## src/rtl/texp_pkg.sv

```systemverilog
// ----------------------------------------------------------------------------
// texp_pkg: shared types and constants for the exponential series core
// Number formats, datapath widths and the payload structures that travel
// through the term pipeline and into the output buffer.
// ----------------------------------------------------------------------------
package texp_pkg;

  // Argument x is Q3.12, every term and the running sum are Q15.16.
  localparam int X_W        = 16;
  localparam int TERM_W     = 32;
  localparam int PROD_W     = 48;
  localparam int FRAC_SHIFT = 12;

  // Term count register.
  localparam int CNT_W = 6;
  localparam logic [CNT_W-1:0] TERM_COUNT_RST = 6'd10;

  // Configuration port.
  localparam int ADDR_W = 3;
  localparam int DATA_W = 32;
  localparam logic REG_TERM_COUNT = 1'b0;

  // Scaled quotient and its split for the two-digit constant division.
  // The scaled quotient is below 2^35, the divisor is below 64.
  localparam int QUOT_W = 35;
  localparam int LO_W   = 17;
  localparam int HI_W   = QUOT_W - LO_W;
  localparam int REM_W  = 6;
  localparam int V_W    = REM_W + LO_W;
  localparam int LIM_W  = 38;

  localparam logic signed [TERM_W-1:0] ONE_Q16  = 32'sh0001_0000;
  localparam logic signed [TERM_W-1:0] TERM_MAX = 32'sh7FFF_FFFF;
  localparam logic signed [TERM_W-1:0] TERM_MIN = 32'sh8000_0000;

  // Per-item fields that ride along the term pipeline.
  typedef struct packed {
    logic signed [TERM_W-1:0] sum;
    logic signed [X_W-1:0]    x;
    logic [CNT_W-1:0]         n;
    logic                     sat;
  } side_t;

  // One finished result.
  typedef struct packed {
    logic signed [TERM_W-1:0] sum;
    logic                     sat;
  } result_t;

endpackage

```

## src/rtl/texp_obuf.sv

```systemverilog
// ----------------------------------------------------------------------------
// texp_obuf: two-entry output buffer
// Decouples the pipeline stall from the output ready: the pipeline only
// stops when both entries hold results that have not been taken.
// ----------------------------------------------------------------------------
module texp_obuf (
  input  logic              clk,
  input  logic              rst,
  input  logic              push,
  input  texp_pkg::result_t push_data,
  output logic              full,
  output logic              out_valid,
  input  logic              out_ready,
  output texp_pkg::result_t out_data
);
  import texp_pkg::*;

  result_t    ent [2];
  logic       wr_ptr, rd_ptr;
  logic [1:0] count;
  logic       pop;

  assign pop       = out_valid & out_ready;
  assign out_valid = (count != 2'd0);
  assign full      = (count == 2'd2);
  assign out_data  = ent[rd_ptr];

  // Pointers and fill count.
  always_ff @(posedge clk) begin
    if (rst) begin
      wr_ptr <= 1'b0;
      rd_ptr <= 1'b0;
      count  <= 2'd0;
    end else begin
      if (push) begin
        wr_ptr <= ~wr_ptr;
      end
      if (pop) begin
        rd_ptr <= ~rd_ptr;
      end
      case ({push, pop})
        2'b10:   count <= count + 2'd1;
        2'b01:   count <= count - 2'd1;
        default: count <= count;
      endcase
    end
  end

  // Entry storage.
  always_ff @(posedge clk) begin
    if (push) begin
      ent[wr_ptr] <= push_data;
    end
  end

  // A result written into an empty buffer shows up at the head next cycle.
  a_empty_push: assert property (@(posedge clk) disable iff (rst)
    (push && count == 2'd0) |=> (out_valid && out_data == $past(push_data)))
    else $error("pushed result not at buffer head");

endmodule

```

## config.mk

```make
export PLATFORM = sky130hd
export DESIGN_NAME = texp_obuf
export DESIGN_NICKNAME = d
export VERILOG_FILES = /design/src/rtl/texp_pkg.sv /design/src/rtl/texp_obuf.sv
export SDC_FILE = /design/constraint.sdc
export NUM_CORES = 1
export LEC_CHECK = 0
export ABC_AREA = 1
export BUFFER_PORTS_ARGS = -buffer_cell sky130_fd_sc_hd__buf_2
export CAP_MARGIN = 20
export CORE_UTILIZATION = 42
export DETAILED_ROUTE_END_ITERATION = 12
export PLACE_DENSITY = 0.68
export SETUP_SLACK_MARGIN = 0.02
export SKIP_CTS_REPAIR_TIMING = 1
export SLEW_MARGIN = 30
export SYNTH_ARGS = -nofsm -noshare
export SYNTH_HDL_FRONTEND = slang
export SYNTH_SLANG_ARGS = --single-unit
```

## constraint.sdc

```tcl
create_clock -name clk -period 2.7 [get_ports clk]
set_input_delay 0.54 -clock clk [delete_from_list [all_inputs] [get_ports clk]]
set_output_delay 0.54 -clock clk [all_outputs]
set_load 0.05 [all_outputs]
```

==> flow_summary.toml <==
[power_and_ir_drop]
power_switching_share_pct = 28.3
power_frac_comb_pct = 21.0
power_frac_clock_pct = 28.9
internal_power_mw = 1.87
vdd.ir_drop.worst_uv = 427
p_switching_mw = 0.738
power.share.sequential_pct = 50.1
p_per_area_mw_per_mm2 = 774
p_leak_nw = 1.38

[timing]
max_freq_mhz = 428
period_needed_ps = 2340
min_period_over_period_pct = 86.5
slew_headroom_pct = 67.8
slew_violations = 0
rsz0062_at_grt = "no"
hold_viol_final = 0
clock_skew_ps = 3.14
setup_viol = 0
worst_slew_pin_slew_ps = 484
setup_tns_ps = 0

[synth]
synth-simple-area-share_pct = 2.79
yosys_register_bits = 71
yosysSeqAreaShare_pct = 75.0
avgSynthCellArea_um2 = 19.8
syn-num-nets = 178
synth-compound-area-share_pct = 0.541
ys_warn_count = 0
synth_top_family_by_area = "multiplexers"
synthDistinctLibCells = 17
muxShareOfSynthArea_pct = 17.4
netlist_instances = 140
syn_area_mm2 = 0.00278
synth_xor_area_share_pct = 0
synth_fa_ha_area_share_pct = 0.451

[placement]
gp_congestion = 0.644
portBuffers = 71
dp_hpwl_um = 2870

[route]
wl_per_cell_um = 13.6
ant_nets = 0
drcViolationCount = 0
drtPass1Iterations = 3
drtIter0Drc = 86
wirelength_um = 4150
routed_via_density = 4.51
vias = 1371

[global_route]
antenna_found_initial = 0
grt_remaining_overflow = 0
grt_pass1_wl_um = 6340
grt_max_degree = 34
grt_pass1_vias = 1350
grt_usage_pct = 12.3

[layout]
layout-drive-gt1-share_pct = 54.6
diodes = 0
layout_commonest_cell = "buf_2"
post-route-util_pct = 53.1
area_growth_syn_to_layout_pct = 21.5
nets = 260
fillers = 521
mostFrequentLayoutCells = "buf_2, edfxtp_1, mux2_4, nor2_1, clkbuf_8"

[setup_path]
slowest_delay_ps = 640
crit_fanout = 16
critPathKind = "flop to output port"
crit_family = "flip-flops"
critPathSlowestCell = "dfxtp_2"
required_ps = 2160
crit_arrival_ps = 1800
crit_path_end_kind = "output port"
critPathBufInv = 2
path_cells = "buf_4, mux2_4, buf_2"
startpoint_type = "flop"

[cts]
tritoncts = "built"
clock_sinks = 71
cts_made_buffers = 9
clk_path_buf_depth = 2
clk_latency_ps = 320
htreeDepth = 3
clkTransAtPathRegs_ps = 60
cts-root-buf = "clkbuf_8"

[floorplanning]
num_rows = 29
coreArea_mm2 = 0.00635
dieArea_mm2 = 0.00694
die_h_um = 83.3
fp.dieW_um = 83.3
ios = 72
start_util_pct = 43.7

[run_status]
status = "finished clean"

[flow_run]
cap_viol_max_count = 0

[hold_path]
hold_class = "input pin to flop"
## path summary, 6_finish.rpt
check | startpoint | to | slack (ps) | depth (start not counted)
worst max-delay path | flop | out_data[7] | 360 | 3
worst min-delay path | rst | wr_ptr$_SDFFE_PP0P_ | 400 | 2
worst max register to register | count[0]$_SDFFE_PP0P_ | count[1]$_SDFFE_PP0P_ | 1380 | 10
worst min register to register | rd_ptr$_SDFFE_PP0P_ | flop | 510 | 2
## state kept, by name, summed over array words and instances (netlist names), named ones only
signal and count:
wr_ptr 1, ent 66, count 2, rd_ptr 1
## logic make-up after synthesis
kind of cell / count (synthesis)
buf+inv: 13
simple gates: 19
compound gates: 3
mux: 33
fa+ha+maj: 1
flops: 71
## layout make-up
type / instances / area (um^2) / share of cell area [%]
well taps: 77 / 96.3 / 2.86
clock buffers: 10 / 128 / 3.78
clock inverters: 6 / 51.3 / 1.52
flip-flops and latches: 71 / 2080 / 61.7
multi-input cells: 56 / 597 / 17.7
inverters: 9 / 33.8 / 1.00
repair buffers: 75 / 385 / 11.4
## routing by layer
layer	track usage [%]	wire, um	up-vias
li1	-	-	683
met1	14.9	1780	644
met2	19.4	2080	38
met3	3.78	226	6
met4	7.52	59	0
met5	0	0	-
## cell usage after synthesis (all sizes together)
cell | count | area share, %
edfxtp | 66 | 71
a21oi | 1 | 0.18
o21ai | 2 | 0.36
ha | 1 | 0.45
inv | 9 | 1.2
nand2 | 7 | 1.0
buf | 4 | 2.6
nor2 | 10 | 1.4
mux2 | 33 | 17
dfxtp | 5 | 3.6
nand4 | 1 | 0.23
nor3 | 1 | 0.18
## stage by stage
stage / cells / hold slack (ps) / setup slack [ps] / total power [mW] / cell area (um^2)
final: 304 / 400 / 365 / 2.61 / 3370
after global routing: 304 / 384 / 242 / 2.72 / 3370
after CTS: 304 / 383 / 306 / 2.65 / 3370
after detailed placement: 288 / 486 / 666 / 1.89 / 3200
after floorplan: 140 / 465 / 290 / 1.79 / 2780
after global placement: 288 / 477 / 657 / 1.88 / 3200
## power groups by stage
stage	combinational (mW)	clock, mW	sequential (mW)
finish	0.549	0.754	1.31
global route	0.576	0.829	1.31
CTS	0.555	0.782	1.31
detailed placement	0.555	0	1.33
global placement	0.551	0	1.33
floorplan	0.482	0	1.31
Power figures use the tool's default switching activity.
