## src/rtl/texp_pkg.sv

```systemverilog
// ----------------------------------------------------------------------------
// texp_pkg: shared types and constants for the exponential series core
// Number formats, datapath widths and the payload structures that travel
// through the term pipeline and into the output buffer.
// ----------------------------------------------------------------------------
package texp_pkg;

  // Argument x is Q3.12, every term and the running sum are Q15.16.
  localparam int X_W        = 16;
  localparam int TERM_W     = 32;
  localparam int PROD_W     = 48;
  localparam int FRAC_SHIFT = 12;

  // Term count register.
  localparam int CNT_W = 6;
  localparam logic [CNT_W-1:0] TERM_COUNT_RST = 6'd10;

  // Configuration port.
  localparam int ADDR_W = 3;
  localparam int DATA_W = 32;
  localparam logic REG_TERM_COUNT = 1'b0;

  // Scaled quotient and its split for the two-digit constant division.
  // The scaled quotient is below 2^35, the divisor is below 64.
  localparam int QUOT_W = 35;
  localparam int LO_W   = 17;
  localparam int HI_W   = QUOT_W - LO_W;
  localparam int REM_W  = 6;
  localparam int V_W    = REM_W + LO_W;
  localparam int LIM_W  = 38;

  localparam logic signed [TERM_W-1:0] ONE_Q16  = 32'sh0001_0000;
  localparam logic signed [TERM_W-1:0] TERM_MAX = 32'sh7FFF_FFFF;
  localparam logic signed [TERM_W-1:0] TERM_MIN = 32'sh8000_0000;

  // Per-item fields that ride along the term pipeline.
  typedef struct packed {
    logic signed [TERM_W-1:0] sum;
    logic signed [X_W-1:0]    x;
    logic [CNT_W-1:0]         n;
    logic                     sat;
  } side_t;

  // One finished result.
  typedef struct packed {
    logic signed [TERM_W-1:0] sum;
    logic                     sat;
  } result_t;

endpackage

```

## src/rtl/texp_term.sv

```systemverilog
// ----------------------------------------------------------------------------
// texp_term: one series term stage
// Forms term * x / (i * 4096) with round-half-away rounding and saturation,
// then adds the new term to the running sum when the stage index is below
// the term count. Eight register stages; one item per cycle while en is high.
// ----------------------------------------------------------------------------
module texp_term #(
  parameter int STAGE_IDX = 1
) (
  input  logic                             clk,
  input  logic                             rst,
  input  logic                             en,
  input  logic                             in_valid,
  input  texp_pkg::side_t                  in_side,
  input  logic signed [texp_pkg::TERM_W-1:0] in_term,
  output logic                             out_valid,
  output texp_pkg::side_t                  out_side,
  output logic signed [texp_pkg::TERM_W-1:0] out_term
);
  import texp_pkg::*;

  localparam int SUB = 8;

  // Rounding bias i * 2048 and the reciprocal constants of 1 / i.
  localparam logic [PROD_W-1:0] BIAS     = PROD_W'(STAGE_IDX) << (FRAC_SHIFT - 1);
  localparam logic [HI_W:0]     RECIP_HI = (HI_W + 1)'((1 << HI_W) / STAGE_IDX);
  localparam logic [V_W:0]      RECIP_LO = (V_W + 1)'((1 << V_W) / STAGE_IDX);
  localparam logic [HI_W-1:0]   IDX_HI   = HI_W'(STAGE_IDX);
  localparam logic [V_W-1:0]    IDX_V    = V_W'(STAGE_IDX);
  localparam logic [REM_W-1:0]  IDX_REM  = REM_W'(STAGE_IDX);
  localparam logic [CNT_W-1:0]  IDX_CNT  = CNT_W'(STAGE_IDX);
  // Quotient limits beyond which the term clips.
  localparam logic [LIM_W-1:0]  LIM_POS  = LIM_W'(STAGE_IDX) << (TERM_W - 1);
  localparam logic [LIM_W-1:0]  LIM_NEG  = LIM_POS + LIM_W'(STAGE_IDX);

  logic [SUB-1:0] vld;
  side_t          side_q [SUB];

  logic signed [PROD_W-1:0] prod_a;
  logic                     neg_b;
  logic [QUOT_W-1:0]        t_b;
  logic                     neg_c, clip_c;
  logic [HI_W-1:0]          hi_c, qh0_c;
  logic [LO_W-1:0]          lo_c;
  logic                     neg_d, clip_d;
  logic [HI_W-1:0]          qh_d;
  logic [REM_W-1:0]         rh_d;
  logic [LO_W-1:0]          lo_d;
  logic                     neg_e, clip_e;
  logic [HI_W-1:0]          qh_e;
  logic [V_W-1:0]           v_e;
  logic [LO_W-1:0]          ql0_e;
  logic                     neg_f, clip_f;
  logic [TERM_W-1:0]        q_f;
  logic                     clip_g;
  logic signed [TERM_W-1:0] term_g;
  logic signed [TERM_W-1:0] term_h;

  logic [PROD_W-1:0]   pos_sum_b, neg_sum_b, biased_b;
  logic [QUOT_W-1:0]   t_next;
  logic [HI_W-1:0]     hi_next;
  logic [2*HI_W:0]     mul_hi;
  logic [LIM_W-1:0]    t_ext;
  logic                clip_next;
  logic [HI_W-1:0]     back_d, rh0_d;
  logic                corr_d;
  logic [V_W-1:0]      v_next;
  logic [2*V_W:0]      mul_lo;
  logic [V_W-1:0]      ql0_ext, back_f, rl0_f;
  logic [LO_W-1:0]     ql_f;
  logic [QUOT_W-1:0]   q_full;
  logic signed [TERM_W-1:0] term_next;
  logic signed [TERM_W:0]   sum_ext;
  logic                sum_ovf, active;
  logic signed [TERM_W-1:0] sum_sat;
  side_t               side_h;

  // Magnitude plus rounding bias, scaled down by 4096.
  assign pos_sum_b = $unsigned(prod_a) + BIAS;
  assign neg_sum_b = BIAS - $unsigned(prod_a);
  assign biased_b  = prod_a[PROD_W-1] ? neg_sum_b : pos_sum_b;
  assign t_next    = biased_b[FRAC_SHIFT +: QUOT_W];

  // High digit estimate by reciprocal, and the clip decision.
  assign hi_next   = t_b[LO_W +: HI_W];
  assign mul_hi    = hi_next * RECIP_HI;
  assign t_ext     = LIM_W'(t_b);
  assign clip_next = neg_b ? (t_ext >= LIM_NEG) : (t_ext >= LIM_POS);

  // High digit correction; the estimate is at most one short.
  assign back_d = qh0_c * IDX_HI;
  assign rh0_d  = hi_c - back_d;
  assign corr_d = (rh0_d >= IDX_HI);

  // Low digit estimate over remainder and low bits.
  assign v_next = {rh_d, lo_d};
  assign mul_lo = v_next * RECIP_LO;

  // Low digit correction and quotient assembly.
  assign ql0_ext = V_W'(ql0_e);
  assign back_f  = ql0_ext * IDX_V;
  assign rl0_f   = v_e - back_f;
  assign ql_f    = (rl0_f >= IDX_V) ? ql0_e + 1'b1 : ql0_e;
  assign q_full  = {qh_e, ql_f};

  // Signed, saturated term.
  always_comb begin
    if (clip_f) begin
      term_next = neg_f ? TERM_MIN : TERM_MAX;
    end else if (neg_f) begin
      term_next = $signed(TERM_W'(0) - q_f);
    end else begin
      term_next = $signed(q_f);
    end
  end

  // Running sum update, only for stages inside the term count.
  assign sum_ext = {side_q[SUB-2].sum[TERM_W-1], side_q[SUB-2].sum}
                 + {term_g[TERM_W-1], term_g};
  assign sum_ovf = sum_ext[TERM_W] ^ sum_ext[TERM_W-1];
  assign sum_sat = sum_ovf ? (sum_ext[TERM_W] ? TERM_MIN : TERM_MAX)
                           : sum_ext[TERM_W-1:0];
  assign active  = (IDX_CNT < side_q[SUB-2].n);

  always_comb begin
    side_h = side_q[SUB-2];
    if (active) begin
      side_h.sum = sum_sat;
      side_h.sat = side_q[SUB-2].sat | clip_g | sum_ovf;
    end
  end

  // Valid bits move with the data.
  always_ff @(posedge clk) begin
    if (rst) begin
      vld <= '0;
    end else if (en) begin
      vld <= {vld[SUB-2:0], in_valid};
    end
  end

  // Datapath registers.
  always_ff @(posedge clk) begin
    if (en) begin
      side_q[0] <= in_side;
      for (int k = 1; k < SUB - 1; k++) begin
        side_q[k] <= side_q[k-1];
      end
      side_q[SUB-1] <= side_h;

      prod_a <= $signed(in_term) * $signed(in_side.x);

      neg_b <= prod_a[PROD_W-1];
      t_b   <= t_next;

      neg_c  <= neg_b;
      clip_c <= clip_next;
      hi_c   <= hi_next;
      qh0_c  <= mul_hi[HI_W +: HI_W];
      lo_c   <= t_b[LO_W-1:0];

      neg_d  <= neg_c;
      clip_d <= clip_c;
      qh_d   <= corr_d ? qh0_c + 1'b1 : qh0_c;
      rh_d   <= corr_d ? REM_W'(rh0_d - IDX_HI) : REM_W'(rh0_d);
      lo_d   <= lo_c;

      neg_e  <= neg_d;
      clip_e <= clip_d;
      qh_e   <= qh_d;
      v_e    <= v_next;
      ql0_e  <= mul_lo[V_W +: LO_W];

      neg_f  <= neg_e;
      clip_f <= clip_e;
      q_f    <= q_full[TERM_W-1:0];

      clip_g <= clip_f;
      term_g <= term_next;

      term_h <= term_g;
    end
  end

  assign out_valid = vld[SUB-1];
  assign out_side  = side_q[SUB-1];
  assign out_term  = term_h;

  // After one correction the high remainder must be below the divisor.
  a_rem_bound: assert property (@(posedge clk) disable iff (rst)
    vld[3] |-> (rh_d < IDX_REM))
    else $error("high digit remainder not below divisor");

endmodule

```

## config.mk

```make
export PLATFORM = sky130hd
export DESIGN_NAME = texp_term
export DESIGN_NICKNAME = d
export VERILOG_FILES = /design/src/rtl/texp_pkg.sv /design/src/rtl/texp_term.sv
export SDC_FILE = /design/constraint.sdc
export NUM_CORES = 2
export LEC_CHECK = 0
export BUFFER_PORTS_ARGS = -buffer_cell sky130_fd_sc_hd__buf_2
export CAP_MARGIN = 20
export CORE_ASPECT_RATIO = 0.75
export CORE_MARGIN = 1.5
export CORE_UTILIZATION = 60
export CTS_CLUSTER_DIAMETER = 30
export DETAILED_ROUTE_END_ITERATION = 10
export PLACE_DENSITY = 0.84
export SYNTH_ARGS = -nofsm -noshare
export SYNTH_HDL_FRONTEND = slang
export SYNTH_SLANG_ARGS = --single-unit
```

## constraint.sdc

```tcl
create_clock -name clk -period 15.96 [get_ports clk]
set_clock_uncertainty 0.15 [all_clocks]
set_input_delay 0 -clock clk [delete_from_list [all_inputs] [get_ports clk]]
set_output_delay 0 -clock clk [all_outputs]
set_load 0.05 [all_outputs]
```

==> results_dict.tcl <==
set metrics [dict create \
    min_period_ns 7.74 \
    path_clk_slew_ns 0.06 \
    min_delay_path_depth 4 \
    critPathRequiredTime_ns 16.19 \
    boundaryPins 179 \
    clock-sinks 733 \
    maxCapViolations 0 \
    drt_wl_total_um 93600 \
    core-area_um2 75000 \
    gp_congestion 0.902 \
    drive_gt1_share_pct 9.67 \
    rsz0062_at_grt "no" \
    ff2ff_setup_slack_ns 11.45 \
    end_kind "register" \
    fp.dieArea_um2 77200 \
    synth-main-ff-cell "edfxtp_1" \
    clockRootBuffer "clkbuf_16" \
    synthCells 3710 \
    grt_max_degree 212 \
    cts_resized 0 \
    grt_first_pass_wirelength_um 152000 \
    drtIter0Drc 2765 \
    antenna_found_initial 1 \
    htreeDepth 3 \
    setup_ws_ns 8.22 \
    overflow 0 \
    setup_viol 0 \
    r2r_end "side_q[1][203]$_DFFE_PP_" \
    grt_use_total_pct 25.0 \
    worst_setup_path_start_kind "primary input" \
    row_count 87 \
    cts_made_buffers 101 \
    min_path_type "primary input to register" \
    r2r_cells 11 \
    ys_types 72 \
    post_dp_cell_area_um2 46600 \
    post-route-drc-count 0 \
    area_growth_syn_to_layout_pct 12.9 \
    syn_area_per_cell_um2 12.2 \
    slew_violations 0 \
    status "complete, no violations" \
    synth_fp_nets 4438 \
    ys_ff_latch 733 \
    die_height_um 241 \
    synth_edf_count 725 \
    layout.nets 4637 \
    async_flop_share_pct 0 \
    vias 28200 \
    synth_area_um2 45300 \
    ant_nets 0 \
    worstSkewPairLatency_ns 0.67 \
    fin_area_um2 51200 \
    io_buffers 178 \
    place.detailed.hpwl_um 62700 \
    min_to "prod_a[2]$_DFFE_PP_" \
    worst_pin_slew_ns 1.14 \
    tns_ns 0 \
    stdcell_count 4971 \
    period_share_pct 48.5 \
    r2r-start "term_g[13]$_DFFE_PP_" \
    firstDrtPassIters 8 \
    dp_slack_ns 8.32 \
    relSlewSlack_pct 24.3 \
    initial_core_util_pct 60.4 \
    fillCellCount 5012 \
    worstPathArrival_ns 7.97 \
    min_from "in_term[2]" \
    via_per_inst 5.67 \
    hold_viol 0 \
    netlist.area_leader.share_pct 48.0 \
    criticalPathCategory "primary input to register" \
    grt_pass1_vias 29600 \
    yosys.area.top_type "edfxtp_1" \
    cts_buffer_depth 3 \
    yosysWarnings 0 \
    yosysSeqAreaShare_pct 48.4 \
    dp.cells 4679 \
    routedWlPerCell_um 18.8 \
    die_x_um 320 \
    ys_top_cells_by_area "edfxtp_1 48%, fa_1 22%, inv_1 5.1%" \
    critPathMaxFanout 25 \
    cts_tree "yes" \
    fmax_mhz 129 \
]
metal layers:
layer / global-route usage [%] / part of all wire (%) / up-vias / wire, µm
met5: 0 / 0 / - / 0
li1: - / - / 12600 / -
met1: 32.7 / 39 / 13900 / 36500
met3: 4.34 / 7.8 / 325 / 7290
met4: 11.1 / 4.3 / 0 / 3990
met2: 41.5 / 49 / 1384 / 45800
worst max-delay path by stage:
stage          cells past startpoint                   end  slack [ns]        start
3_5_place_dp                      20  prod_a[41]$_DFFE_PP_        8.32  in_side[22]
6_report                          21  prod_a[47]$_DFFE_PP_        8.22  in_side[22]
3_3_place_gp                      20  prod_a[41]$_DFFE_PP_        8.60  in_side[22]
2_1_floorplan                     20  prod_a[43]$_DFFE_PP_        9.57  in_side[22]
5_1_grt                           21  prod_a[41]$_DFFE_PP_        7.76  in_side[22]
4_1_cts                           21  prod_a[41]$_DFFE_PP_        8.40  in_side[22]
area by class of cell:
type | instances | area (µm²) | area share [%]
sequential | 733 | 21900 | 42.9
multi-input combinational | 2154 | 20100 | 39.2
clock buffer | 106 | 2550 | 4.98
inverter | 621 | 2330 | 4.56
timing repair buffer | 298 | 2110 | 4.13
tap | 979 | 1220 | 2.39
clock inverter | 79 | 938 | 1.83
antenna | 1 | 2.50 | 0.00489
repair_timing:
action,in CTS,in global routing
setup buffers,0,0
hold endpoints to repair,182,0
hold buffers,104,0
cells by family (layout without fill, tap and decap cells):
logic type      after synthesis  count (layout)  share of synthesized area [%]
simple gates                944             944                           10.1
buf+inv                     823            1104                           7.30
flops                       733             733                           48.4
fa+ha+maj                   637             637                           25.7
compound gates              441             441                           5.97
xor+xnor                    113             113                           2.18
mux                          19              19                          0.420
other cells                   0               1                              0
worst max-delay path, stage by stage:
cell           delay (ns)
dlygate4sd3_1        0.53
buf_2                0.23
inv_1                0.81
nor2_1               0.16
fa_1                 0.54
fa_1                 0.51
fa_1                 0.53
fa_1                 0.53
fa_1                 0.54
inv_1                0.05
fa_1                 0.54
inv_1                0.04
ha_1                 0.41
nand2_1              0.10
nor2_1               0.12
o311ai_0             0.33
a31oi_1              0.43
o21ai_0              0.27
o31ai_1              0.87
and4_1               0.32
nor3_1               0.06
cell usage after synthesis, types with 42 or more instances:
cell / instances
clkbuf_1: 138
ha_1: 150
xnor2_1: 72
inv_1: 621
a21oi_1: 154
a21o_1: 42
and2_1: 211
nand2_1: 393
edfxtp_1: 725
buf_4: 56
nor2_1: 141
o21ai_0: 79
fa_1: 487
stage by stage:
step / hold WS (ns) / util [%]
detailed placement: 0.0283 / 62.1
floorplan: -0.0511 / -
global route: 0.102 / 68.2
finish: 0.125 / 68.2
global placement: 0.0267 / 62.1
CTS: 0.0479 / 68.1
sequential cells by signal, indices dropped and copies added (netlist names), 8 cells and up:
signal,count
side_q,440
prod_a,48
t_b,35
out_term,32
q_f,32
term_g,32
lo_c,17
lo_d,17
v_e,17
qh0_c,15
qh_d,15
qh_e,15
vld,8
placed cells by master, fill, tap and decap left out, types with 18 or more instances in the layout:
master,netlist,layout
and2_1,211,211
fa_1,487,487
o21bai_1,18,18
a31oi_1,26,26
o21ai_0,79,79
ha_1,150,150
inv_1,621,621
nor2b_1,18,18
nor2_1,141,141
a21oi_1,154,154
edfxtp_1,725,725
clkbuf_16,0,101
a21o_1,42,42
nand3_1,34,34
xnor2_1,72,72
buf_2,6,177
mux2i_1,19,19
nand2_1,393,393
dlygate4sd3_1,0,104
nor3_1,37,37
xor2_1,41,41
Power is left out: the tool's default activity adds up to more than one toggle a clock period on the data nets, which glitch-free logic cannot reach.
